$ cat src/design/gdlw_pkg.sv
`timescale 1ns / 1ps

package gdlw_pkg;

    // Sizes
    localparam int LIST_DEPTH_DEF  = 16;
    localparam int MAX_RESULTS     = 16;
    localparam int CMD_QUEUE_DEPTH = 2;

    // Input mode codes
    localparam logic [1:0] MODE_WRITE    = 2'd0;
    localparam logic [1:0] MODE_ACTIVATE = 2'd1;
    localparam logic [1:0] MODE_PASS     = 2'd2;

    // Register indexes (word addresses on the APB port)
    localparam logic [1:0] REG_BASE_ADDRESS   = 2'd0;
    localparam logic [1:0] REG_BYTES_PER_PASS = 2'd1;
    localparam logic [1:0] REG_LIST_LENGTH    = 2'd2;

    // Error codes
    localparam logic [1:0] ERR_NONE        = 2'd0;
    localparam logic [1:0] ERR_PAST_LIST   = 2'd1;
    localparam logic [1:0] ERR_OFFSET      = 2'd2;
    localparam logic [1:0] ERR_NULL_SOURCE = 2'd3;

    typedef enum logic [1:0] {
        OP_WRITE,
        OP_ACTIVATE,
        OP_PASS
    } op_t;

    // Command handed from front to back
    typedef struct packed {
        op_t         op;
        logic [3:0]  index;
        logic [31:0] packed_offset;
        logic [31:0] length;
        logic [31:0] source;
    } cmd_t;

    // Configuration registers
    typedef struct packed {
        logic [31:0] base_address;
        logic [31:0] bytes_per_pass;
        logic [4:0]  list_length;
    } cfg_t;

    // One descriptor memory word
    typedef struct packed {
        logic [31:0] packed_offset;
        logic [31:0] length;
        logic [31:0] source;
    } desc_t;

    // One result word
    typedef struct packed {
        logic [31:0] copy_source;
        logic [31:0] copy_dest;
        logic [31:0] copy_bytes;
        logic [31:0] stream_position;
        logic        finished;
        logic [1:0]  error_code;
        logic        last;
    } res_t;

    typedef enum logic [2:0] {
        B_IDLE,
        B_NOTE,
        B_FETCH,
        B_CHECK,
        B_EMIT,
        B_FAULT
    } back_state_t;

endpackage

$ cat src/design/gather_dma_list_walker.sv
`timescale 1ns / 1ps

// Scatter-gather descriptor walker. Input words carry a mode: 0 writes one descriptor
// slot, 1 activates the stream and rewinds the cursor, 2 runs one budgeted pass that
// returns 1 to 16 copy words, the final one flagged by last. Input words land in a
// two-deep command queue, so the producer keeps pushing while the walker works or a
// result waits. A pass starts, then steps each copy word through a descriptor memory
// read, bounds and null checks and a chunk emit; an inactive or zero-budget pass
// gives a single empty word. An error word is raised at the fetch step when the cursor
// is past the list, and at the check step when the offset or null-source check fails.
// Every word also waits while the previous result is still held by a low pop.
// Configuration (base_address at 0x0, bytes_per_pass at 0x4, list_length at 0x8)
// must only be written while no pass is in flight.
module gather_dma_list_walker
    import gdlw_pkg::*;
#(
    parameter int LIST_DEPTH = LIST_DEPTH_DEF
)
(
    input  logic        clk,
    input  logic        rst_n,
    input  logic        psel,
    input  logic        penable,
    input  logic        pwrite,
    input  logic [3:0]  paddr,
    input  logic [31:0] pwdata,
    output logic [31:0] prdata,
    output logic        pready,
    input  logic        push,
    output logic        full,
    input  logic [1:0]  mode,
    input  logic [3:0]  entry_index,
    input  logic [31:0] entry_packed_offset,
    input  logic [31:0] entry_length,
    input  logic [31:0] entry_source,
    output logic        empty,
    input  logic        pop,
    output logic [31:0] copy_source,
    output logic [31:0] copy_dest,
    output logic [31:0] copy_bytes,
    output logic [31:0] stream_position,
    output logic        finished,
    output logic [1:0]  error_code,
    output logic        last
);

    cfg_t cfg;
    logic cmd_push;
    cmd_t cmd_in;
    logic cmd_full;
    logic cmd_valid;
    cmd_t cmd_out;
    logic cmd_pop;
    res_t result;

    gdlw_front #(
        .LIST_DEPTH (LIST_DEPTH)
    ) u_front (
        .clk                 (clk),
        .rst_n               (rst_n),
        .psel                (psel),
        .penable             (penable),
        .pwrite              (pwrite),
        .paddr               (paddr),
        .pwdata              (pwdata),
        .prdata              (prdata),
        .pready              (pready),
        .push                (push),
        .full                (full),
        .mode                (mode),
        .entry_index         (entry_index),
        .entry_packed_offset (entry_packed_offset),
        .entry_length        (entry_length),
        .entry_source        (entry_source),
        .cfg                 (cfg),
        .cmd_push            (cmd_push),
        .cmd                 (cmd_in),
        .cmd_full            (cmd_full)
    );

    gdlw_cmd_queue u_queue (
        .clk    (clk),
        .rst_n  (rst_n),
        .push   (cmd_push),
        .wr_cmd (cmd_in),
        .full   (cmd_full),
        .valid  (cmd_valid),
        .rd_cmd (cmd_out),
        .pop    (cmd_pop)
    );

    gdlw_back #(
        .LIST_DEPTH (LIST_DEPTH)
    ) u_back (
        .clk       (clk),
        .rst_n     (rst_n),
        .cfg       (cfg),
        .cmd_valid (cmd_valid),
        .cmd       (cmd_out),
        .cmd_pop   (cmd_pop),
        .empty     (empty),
        .pop       (pop),
        .result    (result)
    );

    assign copy_source     = result.copy_source;
    assign copy_dest       = result.copy_dest;
    assign copy_bytes      = result.copy_bytes;
    assign stream_position = result.stream_position;
    assign finished        = result.finished;
    assign error_code      = result.error_code;
    assign last            = result.last;

endmodule

$ cat src/design/gdlw_front.sv
`timescale 1ns / 1ps

module gdlw_front
    import gdlw_pkg::*;
#(
    parameter int LIST_DEPTH = LIST_DEPTH_DEF
)
(
    input  logic        clk,
    input  logic        rst_n,
    // APB configuration
    input  logic        psel,
    input  logic        penable,
    input  logic        pwrite,
    input  logic [3:0]  paddr,
    input  logic [31:0] pwdata,
    output logic [31:0] prdata,
    output logic        pready,
    // input words
    input  logic        push,
    output logic        full,
    input  logic [1:0]  mode,
    input  logic [3:0]  entry_index,
    input  logic [31:0] entry_packed_offset,
    input  logic [31:0] entry_length,
    input  logic [31:0] entry_source,
    // to command queue and back end
    output cfg_t        cfg,
    output logic        cmd_push,
    output cmd_t        cmd,
    input  logic        cmd_full
);

    cfg_t cfg_reg;
    cfg_t cfg_next;
    logic cfg_wr;
    logic accept;
    logic keep;

    // Register file
    assign pready = 1'b1;
    assign cfg_wr = psel && penable && pwrite && pready;

    always_comb
    begin
        cfg_next = cfg_reg;
        if (cfg_wr)
        begin
            unique case (paddr[3:2])
                REG_BASE_ADDRESS:   cfg_next.base_address   = pwdata;
                REG_BYTES_PER_PASS: cfg_next.bytes_per_pass = pwdata;
                REG_LIST_LENGTH:    cfg_next.list_length    = pwdata[4:0];
                default:            cfg_next = cfg_reg;
            endcase
        end
    end

    always_ff @(posedge clk or negedge rst_n)
    begin
        if (!rst_n)
        begin
            cfg_reg <= '0;
        end
        else
        begin
            cfg_reg <= cfg_next;
        end
    end

    always_comb
    begin
        unique case (paddr[3:2])
            REG_BASE_ADDRESS:   prdata = cfg_reg.base_address;
            REG_BYTES_PER_PASS: prdata = cfg_reg.bytes_per_pass;
            REG_LIST_LENGTH:    prdata = {27'd0, cfg_reg.list_length};
            default:            prdata = 32'd0;
        endcase
    end

    assign cfg = cfg_reg;

    // Classify incoming words; unknown modes and writes past the list are dropped
    assign full   = cmd_full;
    assign accept = push && !cmd_full;

    always_comb
    begin
        cmd.index         = entry_index;
        cmd.packed_offset = entry_packed_offset;
        cmd.length        = entry_length;
        cmd.source        = entry_source;
        unique case (mode)
            MODE_WRITE:
            begin
                cmd.op = OP_WRITE;
                keep   = (32'(entry_index) < LIST_DEPTH);
            end
            MODE_ACTIVATE:
            begin
                cmd.op = OP_ACTIVATE;
                keep   = 1'b1;
            end
            MODE_PASS:
            begin
                cmd.op = OP_PASS;
                keep   = 1'b1;
            end
            default:
            begin
                cmd.op = OP_PASS;
                keep   = 1'b0;
            end
        endcase
    end

    assign cmd_push = accept && keep;

endmodule

$ cat src/design/gdlw_cmd_queue.sv
`timescale 1ns / 1ps

module gdlw_cmd_queue
    import gdlw_pkg::*;
(
    input  logic clk,
    input  logic rst_n,
    input  logic push,
    input  cmd_t wr_cmd,
    output logic full,
    output logic valid,
    output cmd_t rd_cmd,
    input  logic pop
);

    localparam int PW = (CMD_QUEUE_DEPTH > 1) ? $clog2(CMD_QUEUE_DEPTH) : 1;

    cmd_t          slot_reg [CMD_QUEUE_DEPTH];
    logic [PW-1:0] wr_ptr_reg;
    logic [PW-1:0] wr_ptr_next;
    logic [PW-1:0] rd_ptr_reg;
    logic [PW-1:0] rd_ptr_next;
    logic [PW:0]   count_reg;
    logic [PW:0]   count_next;
    logic          do_push;
    logic          do_pop;

    assign full    = (count_reg == (PW+1)'(CMD_QUEUE_DEPTH));
    assign valid   = (count_reg != '0);
    assign rd_cmd  = slot_reg[rd_ptr_reg];
    assign do_push = push && !full;
    assign do_pop  = pop && valid;

    // Pointer and count update
    always_comb
    begin
        wr_ptr_next = wr_ptr_reg;
        rd_ptr_next = rd_ptr_reg;
        count_next  = count_reg;
        if (do_push)
        begin
            wr_ptr_next = (wr_ptr_reg == PW'(CMD_QUEUE_DEPTH - 1)) ? '0 : wr_ptr_reg + 1'b1;
        end
        if (do_pop)
        begin
            rd_ptr_next = (rd_ptr_reg == PW'(CMD_QUEUE_DEPTH - 1)) ? '0 : rd_ptr_reg + 1'b1;
        end
        if (do_push && !do_pop)
        begin
            count_next = count_reg + 1'b1;
        end
        else if (do_pop && !do_push)
        begin
            count_next = count_reg - 1'b1;
        end
    end

    always_ff @(posedge clk or negedge rst_n)
    begin
        if (!rst_n)
        begin
            wr_ptr_reg <= '0;
            rd_ptr_reg <= '0;
            count_reg  <= '0;
        end
        else
        begin
            wr_ptr_reg <= wr_ptr_next;
            rd_ptr_reg <= rd_ptr_next;
            count_reg  <= count_next;
        end
    end

    // Storage
    always_ff @(posedge clk)
    begin
        if (do_push)
        begin
            slot_reg[wr_ptr_reg] <= wr_cmd;
        end
    end

endmodule

$ cat src/design/gdlw_back.sv
`timescale 1ns / 1ps

module gdlw_back
    import gdlw_pkg::*;
#(
    parameter int LIST_DEPTH = LIST_DEPTH_DEF
)
(
    input  logic clk,
    input  logic rst_n,
    input  cfg_t cfg,
    input  logic cmd_valid,
    input  cmd_t cmd,
    output logic cmd_pop,
    output logic empty,
    input  logic pop,
    output res_t result
);

    localparam int AW = (LIST_DEPTH > 1) ? $clog2(LIST_DEPTH) : 1;
    localparam int NW = (MAX_RESULTS > 1) ? $clog2(MAX_RESULTS) : 1;

    back_state_t state_reg, state_next;
    logic          active_reg, active_next;
    logic [4:0]    cur_reg, cur_next;
    logic [31:0]   off_reg, off_next;
    logic [31:0]   pos_reg, pos_next;
    logic [31:0]   budget_reg, budget_next;
    logic [NW-1:0] n_reg, n_next;
    logic [31:0]   src_reg, src_next;
    logic [31:0]   packed_reg, packed_next;
    logic [31:0]   rem_reg, rem_next;
    logic [1:0]    err_reg, err_next;
    logic          fin_reg, fin_next;
    logic          out_valid_reg;
    res_t          res_reg;
    res_t          res_next;
    logic          out_push;
    logic          out_space;

    desc_t         desc_mem [LIST_DEPTH];
    desc_t         rd_desc_reg;
    logic          mem_we;
    logic          mem_re;

    logic [4:0]    eff_len;
    logic [5:0]    cur_inc;
    logic [31:0]   src_sum;
    logic          rem_le;
    logic          done;
    logic          stop;
    logic [31:0]   moved;

    // Effective list length is capped by the memory depth
    assign eff_len = (32'(cfg.list_length) < LIST_DEPTH) ? cfg.list_length : 5'(LIST_DEPTH);

    // Chunk arithmetic
    assign cur_inc = {1'b0, cur_reg} + 6'd1;
    assign src_sum = rd_desc_reg.source + off_reg;
    assign rem_le  = (rem_reg <= budget_reg);
    assign moved   = rem_le ? rem_reg : budget_reg;
    assign done    = rem_le && (cur_inc >= {1'b0, eff_len});
    assign stop    = done || !(rem_reg < budget_reg) || (n_reg == NW'(MAX_RESULTS - 1));

    assign out_space = !out_valid_reg || pop;

    // Descriptor memory, registered read
    always_ff @(posedge clk)
    begin
        if (mem_we)
        begin
            desc_mem[AW'(cmd.index)] <= '{packed_offset: cmd.packed_offset,
                                          length:        cmd.length,
                                          source:        cmd.source};
        end
        if (mem_re)
        begin
            rd_desc_reg <= desc_mem[AW'(cur_reg)];
        end
    end

    // Sequencer
    always_comb
    begin
        state_next  = state_reg;
        active_next = active_reg;
        cur_next    = cur_reg;
        off_next    = off_reg;
        pos_next    = pos_reg;
        budget_next = budget_reg;
        n_next      = n_reg;
        src_next    = src_reg;
        packed_next = packed_reg;
        rem_next    = rem_reg;
        err_next    = err_reg;
        fin_next    = fin_reg;
        cmd_pop     = 1'b0;
        mem_we      = 1'b0;
        mem_re      = 1'b0;
        out_push    = 1'b0;
        res_next    = '0;

        unique case (state_reg)
            B_IDLE:
            begin
                if (cmd_valid)
                begin
                    cmd_pop = 1'b1;
                    unique case (cmd.op)
                        OP_WRITE:
                        begin
                            mem_we = 1'b1;
                        end
                        OP_ACTIVATE:
                        begin
                            active_next = 1'b1;
                            cur_next    = '0;
                            off_next    = '0;
                        end
                        OP_PASS:
                        begin
                            budget_next = cfg.bytes_per_pass;
                            n_next      = '0;
                            fin_next    = !active_reg;
                            if (!active_reg || (cfg.bytes_per_pass == 32'd0))
                            begin
                                state_next = B_NOTE;
                            end
                            else
                            begin
                                state_next = B_FETCH;
                            end
                        end
                        default:
                        begin
                            state_next = B_IDLE;
                        end
                    endcase
                end
            end

            // Inactive stream or zero budget: single empty word
            B_NOTE:
            begin
                if (out_space)
                begin
                    out_push                 = 1'b1;
                    res_next.stream_position = pos_reg;
                    res_next.finished        = fin_reg;
                    res_next.error_code      = ERR_NONE;
                    res_next.last            = 1'b1;
                    state_next               = B_IDLE;
                end
            end

            B_FETCH:
            begin
                if (cur_reg >= eff_len)
                begin
                    err_next   = ERR_PAST_LIST;
                    state_next = B_FAULT;
                end
                else
                begin
                    mem_re     = 1'b1;
                    state_next = B_CHECK;
                end
            end

            B_CHECK:
            begin
                src_next    = src_sum;
                packed_next = rd_desc_reg.packed_offset + off_reg;
                rem_next    = rd_desc_reg.length - off_reg;
                if (off_reg >= rd_desc_reg.length)
                begin
                    err_next   = ERR_OFFSET;
                    state_next = B_FAULT;
                end
                else if (src_sum == 32'd0)
                begin
                    err_next   = ERR_NULL_SOURCE;
                    state_next = B_FAULT;
                end
                else
                begin
                    state_next = B_EMIT;
                end
            end

            B_EMIT:
            begin
                if (out_space)
                begin
                    out_push                 = 1'b1;
                    res_next.copy_source     = src_reg;
                    res_next.copy_dest       = cfg.base_address + packed_reg;
                    res_next.copy_bytes      = moved;
                    res_next.stream_position = packed_reg + moved;
                    res_next.finished        = done;
                    res_next.error_code      = ERR_NONE;
                    res_next.last            = stop;
                    pos_next                 = packed_reg + moved;
                    budget_next              = budget_reg - moved;
                    n_next                   = n_reg + 1'b1;
                    if (rem_le)
                    begin
                        cur_next = cur_inc[4:0];
                        off_next = '0;
                    end
                    else
                    begin
                        off_next = off_reg + budget_reg;
                    end
                    if (done)
                    begin
                        active_next = 1'b0;
                    end
                    state_next = stop ? B_IDLE : B_FETCH;
                end
            end

            // Failed check: report and stop the stream, cursor kept
            B_FAULT:
            begin
                if (out_space)
                begin
                    out_push                 = 1'b1;
                    res_next.stream_position = pos_reg;
                    res_next.finished        = 1'b0;
                    res_next.error_code      = err_reg;
                    res_next.last            = 1'b1;
                    active_next              = 1'b0;
                    state_next               = B_IDLE;
                end
            end

            default:
            begin
                state_next = B_IDLE;
            end
        endcase
    end

    always_ff @(posedge clk or negedge rst_n)
    begin
        if (!rst_n)
        begin
            state_reg  <= B_IDLE;
            active_reg <= 1'b0;
            cur_reg    <= '0;
            off_reg    <= '0;
            pos_reg    <= '0;
            budget_reg <= '0;
            n_reg      <= '0;
            src_reg    <= '0;
            packed_reg <= '0;
            rem_reg    <= '0;
            err_reg    <= ERR_NONE;
            fin_reg    <= 1'b0;
        end
        else
        begin
            state_reg  <= state_next;
            active_reg <= active_next;
            cur_reg    <= cur_next;
            off_reg    <= off_next;
            pos_reg    <= pos_next;
            budget_reg <= budget_next;
            n_reg      <= n_next;
            src_reg    <= src_next;
            packed_reg <= packed_next;
            rem_reg    <= rem_next;
            err_reg    <= err_next;
            fin_reg    <= fin_next;
        end
    end

    // Output word register
    always_ff @(posedge clk or negedge rst_n)
    begin
        if (!rst_n)
        begin
            out_valid_reg <= 1'b0;
        end
        else if (out_push)
        begin
            out_valid_reg <= 1'b1;
        end
        else if (pop)
        begin
            out_valid_reg <= 1'b0;
        end
    end

    always_ff @(posedge clk)
    begin
        if (out_push)
        begin
            res_reg <= res_next;
        end
    end

    assign empty  = !out_valid_reg;
    assign result = res_reg;

`ifndef SYNTHESIS
    a_no_overwrite: assert property (@(posedge clk) disable iff (!rst_n)
        out_push |-> (!out_valid_reg || pop))
        else $error("result word overwritten before it was taken");

    a_chunk_nonzero: assert property (@(posedge clk) disable iff (!rst_n)
        (state_reg == B_EMIT && out_push) |-> (res_next.copy_bytes != 32'd0))
        else $error("copy word with zero bytes");

    a_error_ends_pass: assert property (@(posedge clk) disable iff (!rst_n)
        (out_push && res_next.error_code != ERR_NONE) |-> res_next.last)
        else $error("error word not marked last");

    a_check_after_fetch: assert property (@(posedge clk) disable iff (!rst_n)
        (state_reg == B_CHECK) |-> ($past(state_reg) == B_FETCH))
        else $error("descriptor check without a memory read");
`endif

endmodule

$ cat config.mk
export PLATFORM = sky130hd
export DESIGN_NAME = gather_dma_list_walker
export DESIGN_NICKNAME = d
export VERILOG_FILES = /design/src/design/gdlw_pkg.sv /design/src/design/gather_dma_list_walker.sv /design/src/design/gdlw_front.sv /design/src/design/gdlw_cmd_queue.sv /design/src/design/gdlw_back.sv
export SDC_FILE = /design/constraint.sdc
export NUM_CORES = 2
export LEC_CHECK = 0
export BUFFER_PORTS_ARGS = -buffer_cell sky130_fd_sc_hd__buf_2
export CAP_MARGIN = 10
export CORE_ASPECT_RATIO = 0.75
export CORE_MARGIN = 8
export CORE_UTILIZATION = 31
export CTS_CLUSTER_DIAMETER = 150
export DETAILED_ROUTE_END_ITERATION = 10
export PLACE_DENSITY = 0.48
export SETUP_SLACK_MARGIN = 0.5
export SLEW_MARGIN = 20
export SYNTH_ARGS = -nofsm -noshare
export SYNTH_HDL_FRONTEND = slang
export SYNTH_HIERARCHICAL = 1
export SYNTH_SLANG_ARGS = --single-unit
$ cat constraint.sdc
create_clock -name clk -period 23.2 [get_ports clk]
set_clock_uncertainty 0.1 [all_clocks]
set_input_delay 1.16 -clock clk [delete_from_list [all_inputs] [get_ports clk]]
set_output_delay 1.16 -clock clk [all_outputs]
set_load 0.02 [all_outputs]
==> summary.md <==
| Metric | Value |
|---|---|
| Post-Syn Instances | `6410` |
| Sequential share of the synthesized area | `67.5%` |
| VDD IR max | `0.0841 mV` |
| Pwr per Cell Area | `118 mW/mm^2` |
| Fin crit share | `29.7%` |
| CTS buffer count | `235` |
| Final Hold Viols | `0` |
| Min Tclk post-route | `6.89 ns` |
| Post-synth net total | `6829` |
| Post-DP HPWL | `175 mm` |
| HP Class | `input port to async pin` |
| Global-route wire length before repair | `409 mm` |
| Fin Setup TNS | `0 ns` |
| CTS Hold Bufs | `0` |
| Nets@finish | `7076` |
| Relative slew margins | `27.5%` |
| Netlist cell types | `95` |
| Critical path fanouts, max | `30` |
| Syn-to-layout area delta | `13.7%` |
| Cell Area, Synth | `0.0980 sq mm` |
| RePlAce Congestion | `0.858` |
| Avg Inst Size Synth | `15.3 sq um` |
| DP Cell Count | `10600` |
| CP required | `23.64 ns` |
| Die span in x | `665 microns` |
| CTS Sinks | `2250` |
| Clock Latency Late Sink | `0.93 ns` |
| DRT Wirelength | `289 mm` |
| Core area | `0.314 sq mm` |
| Pins Over Slew Limit | `0` |
| Yosys top cell area share | `60.3%` |
| Initial DRC Count | `5066` |
| Critical Path AT | `7.33 ns` |
| IO Pins | `312` |
| # port buffers | `308` |
| #FFs+latches synth | `2250` |
| Largest net degree at the start of global routing | `153` |
| Setup-failing EPs final | `0` |
| Setup crit start kind | `flop` |
| Top FF cell, synth | `edfxtp_1` |
| Vias in the first global route | `55400` |
| Setup Buffers After CTS | `0` |
| Fin cells | `11000` |
| Post-synth EDFFs | `1968` |
| Yosys warns | `6` |
| Worst-margin pin slew | `1.09 ns` |
| Antenna violations before repair | `31` |
| Initial core utilization | `31.2%` |
| Critical path type | `flop to flop` |
| Lkg Pwr | `0.0401 uW` |
| Top-count cell post-synth | `edfxtp_1` |
| GRT Total Usage | `16.6%` |
| Max clock buf depth | `4` |
| Drt drc | `0` |
| Root buf cell | `clkbuf_16` |
| First-pass detailed-route iteration total | `6` |
| Outcome | `completed` |
| Via count | `56400` |
| Die Span Y | `503 microns` |
| Reg clk slew, reported paths | `0.06 ns` |
| Via/cell ratio | `5.13` |
| Die area | `0.335 sq mm` |
| Leading area contributor after synthesis | `edfxtp_1` |
| Post-route ant nets | `0` |
| Crit end category | `flop` |
| Top cells by count, synth | `edfxtp_1 (1968), nand2_1 (420), o21ai_0 (395)` |
| Fmax | `145 MHz` |
| RSZ-0062 raised after global routing | `no` |
| Max-cap violations | `0` |
| Gr ovfl total | `0` |
| # rows | `178` |
| FFs w/ async S/R, synth | `12.5%` |
| Cts repair resizes | `0` |
| Routed length per instance | `26.3 microns` |
| H-Tree Depth | `4` |
| Share of post-route cells with drive strength above 1 | `18.4%` |
| CTS tree | `built` |
| Largest register FFs | `1536` |
| Synth top area cells | `edfxtp_1 (60%), dfrtp_1 (7.2%), mux4_2 (4.4%)` |
## worst paths after layout
check	from	slack [ns]	cells after the start	end
min in group clk	entry_packed_offset[15]	0.32	1	u_queue/slot_reg[0][79]$_DFFE_PP_
min reg2reg	u_back/pos_reg[0]$_DFFE_PN0P_	0.38	2	u_back/pos_reg[0]$_DFFE_PN0P_
max in group asynchronous	rst_n	21.36	2	u_back/cur_reg[2]$_DFFE_PN0P_
max	u_back/budget_reg[15]$_DFFE_PN0P_	16.31	24	u_back/result[33]$_DFFE_PP_
min	rst_n	0.21	1	u_front/cfg[57]$_DFFE_PN0P_
max reg2reg	u_back/budget_reg[15]$_DFFE_PN0P_	16.31	24	u_back/result[33]$_DFFE_PP_
## cell usage in the layout (no fill, tap or decap), types with 48 or more instances in the layout
cell	netlist	layout
edfxtp_1	1968	1968
nand2_1	420	415
o21ai_0	395	395
mux2i_1	362	362
buf_2	22	307
a21oi_1	280	279
dfrtp_1	282	277
ha_1	267	267
clkbuf_16	0	236
mux2_2	236	236
nor2_1	241	226
mux4_2	192	192
inv_1	168	168
a21o_1	133	133
a221oi_1	98	98
a22oi_1	97	97
xnor2_1	94	94
xor2_1	85	85
buf_4	104	65
and3_1	64	63
nand3_1	59	59
clkinv_2	0	50
clkinv_1	0	48
## through the flow
stage          hold slack, ns  cell area [sq um]  power, uW  setup WS (ns)  utilization, %
2_1_floorplan           0.337              98000       8190          14.02               -
3_3_place_gp            0.357             104000       9460          16.28            33.1
3_5_place_dp            0.363             104000       9520          16.38            33.1
4_1_cts                 0.187             111000      13300          16.30            35.5
5_1_grt                 0.208             111000      13800          15.81            35.5
6_report                0.205             111000      13200          16.31            35.5
## critical path: stages, from the launching register on
cell and delay [ns]:
dfrtp_1 0.48, inv_1 0.10, ha_1 0.31, nand4_1 0.15, or2_1 0.26, nor2_1 0.17
o21ai_0 0.13, a311oi_1 0.26, o21ai_1 0.15, a21oi_4 0.52, buf_4 0.50, mux2i_1 0.59
inv_1 0.14, ha_1 0.36, a21o_1 0.22, a21o_1 0.19, a21o_1 0.20, a21oi_1 0.18
o211ai_1 0.11, o21ai_0 0.49, o21ai_0 0.26, a21oi_1 0.21, nor2b_1 0.06, o31ai_1 0.34
nand2_1 0.08
## routing by layer
layer	global-route usage (%)	vias to the layer above	wire, microns
met4	3.09	4	5000
li1	-	25300	-
met3	2.61	316	16600
met1	25.6	29200	144000
met2	24.8	1598	124000
met5	0	-	23
## logic make-up (layout without fill, tap and decap cells)
kind of cell | after synthesis | in the layout | share of synthesized area (%)
compound gates | 1327 | 1327 | 8.79
xor+xnor | 179 | 179 | 1.60
fa+ha+maj | 274 | 274 | 3.55
buf+inv | 548 | 982 | 2.60
flops | 2250 | 2250 | 67.5
mux | 822 | 822 | 11.3
other cells | 1 | 7 | 0.00383
simple gates | 1009 | 1009 | 4.67
## where the power goes
group          internal [uW]  leakage, uW  total [uW]  switching [uW]
clock network           2180      0.00372        3780            1600
logic                   1400       0.0149        3830            2430
registers               5230       0.0215        5600             372
total                   8810       0.0401       13200            4400
## final cells by class
class	instances	area [sq um]
Tap cell	4140	5180
Fill cell	29800	203000
Multi-Input combinational cell	3612	29500
Inverter	168	631
Clock inverter	146	1500
Sequential cell	2250	66200
Timing Repair Buffer	390	2390
Clock buffer	278	6070
Antenna cell	6	15.0
Power figures use the tool's default switching activity.
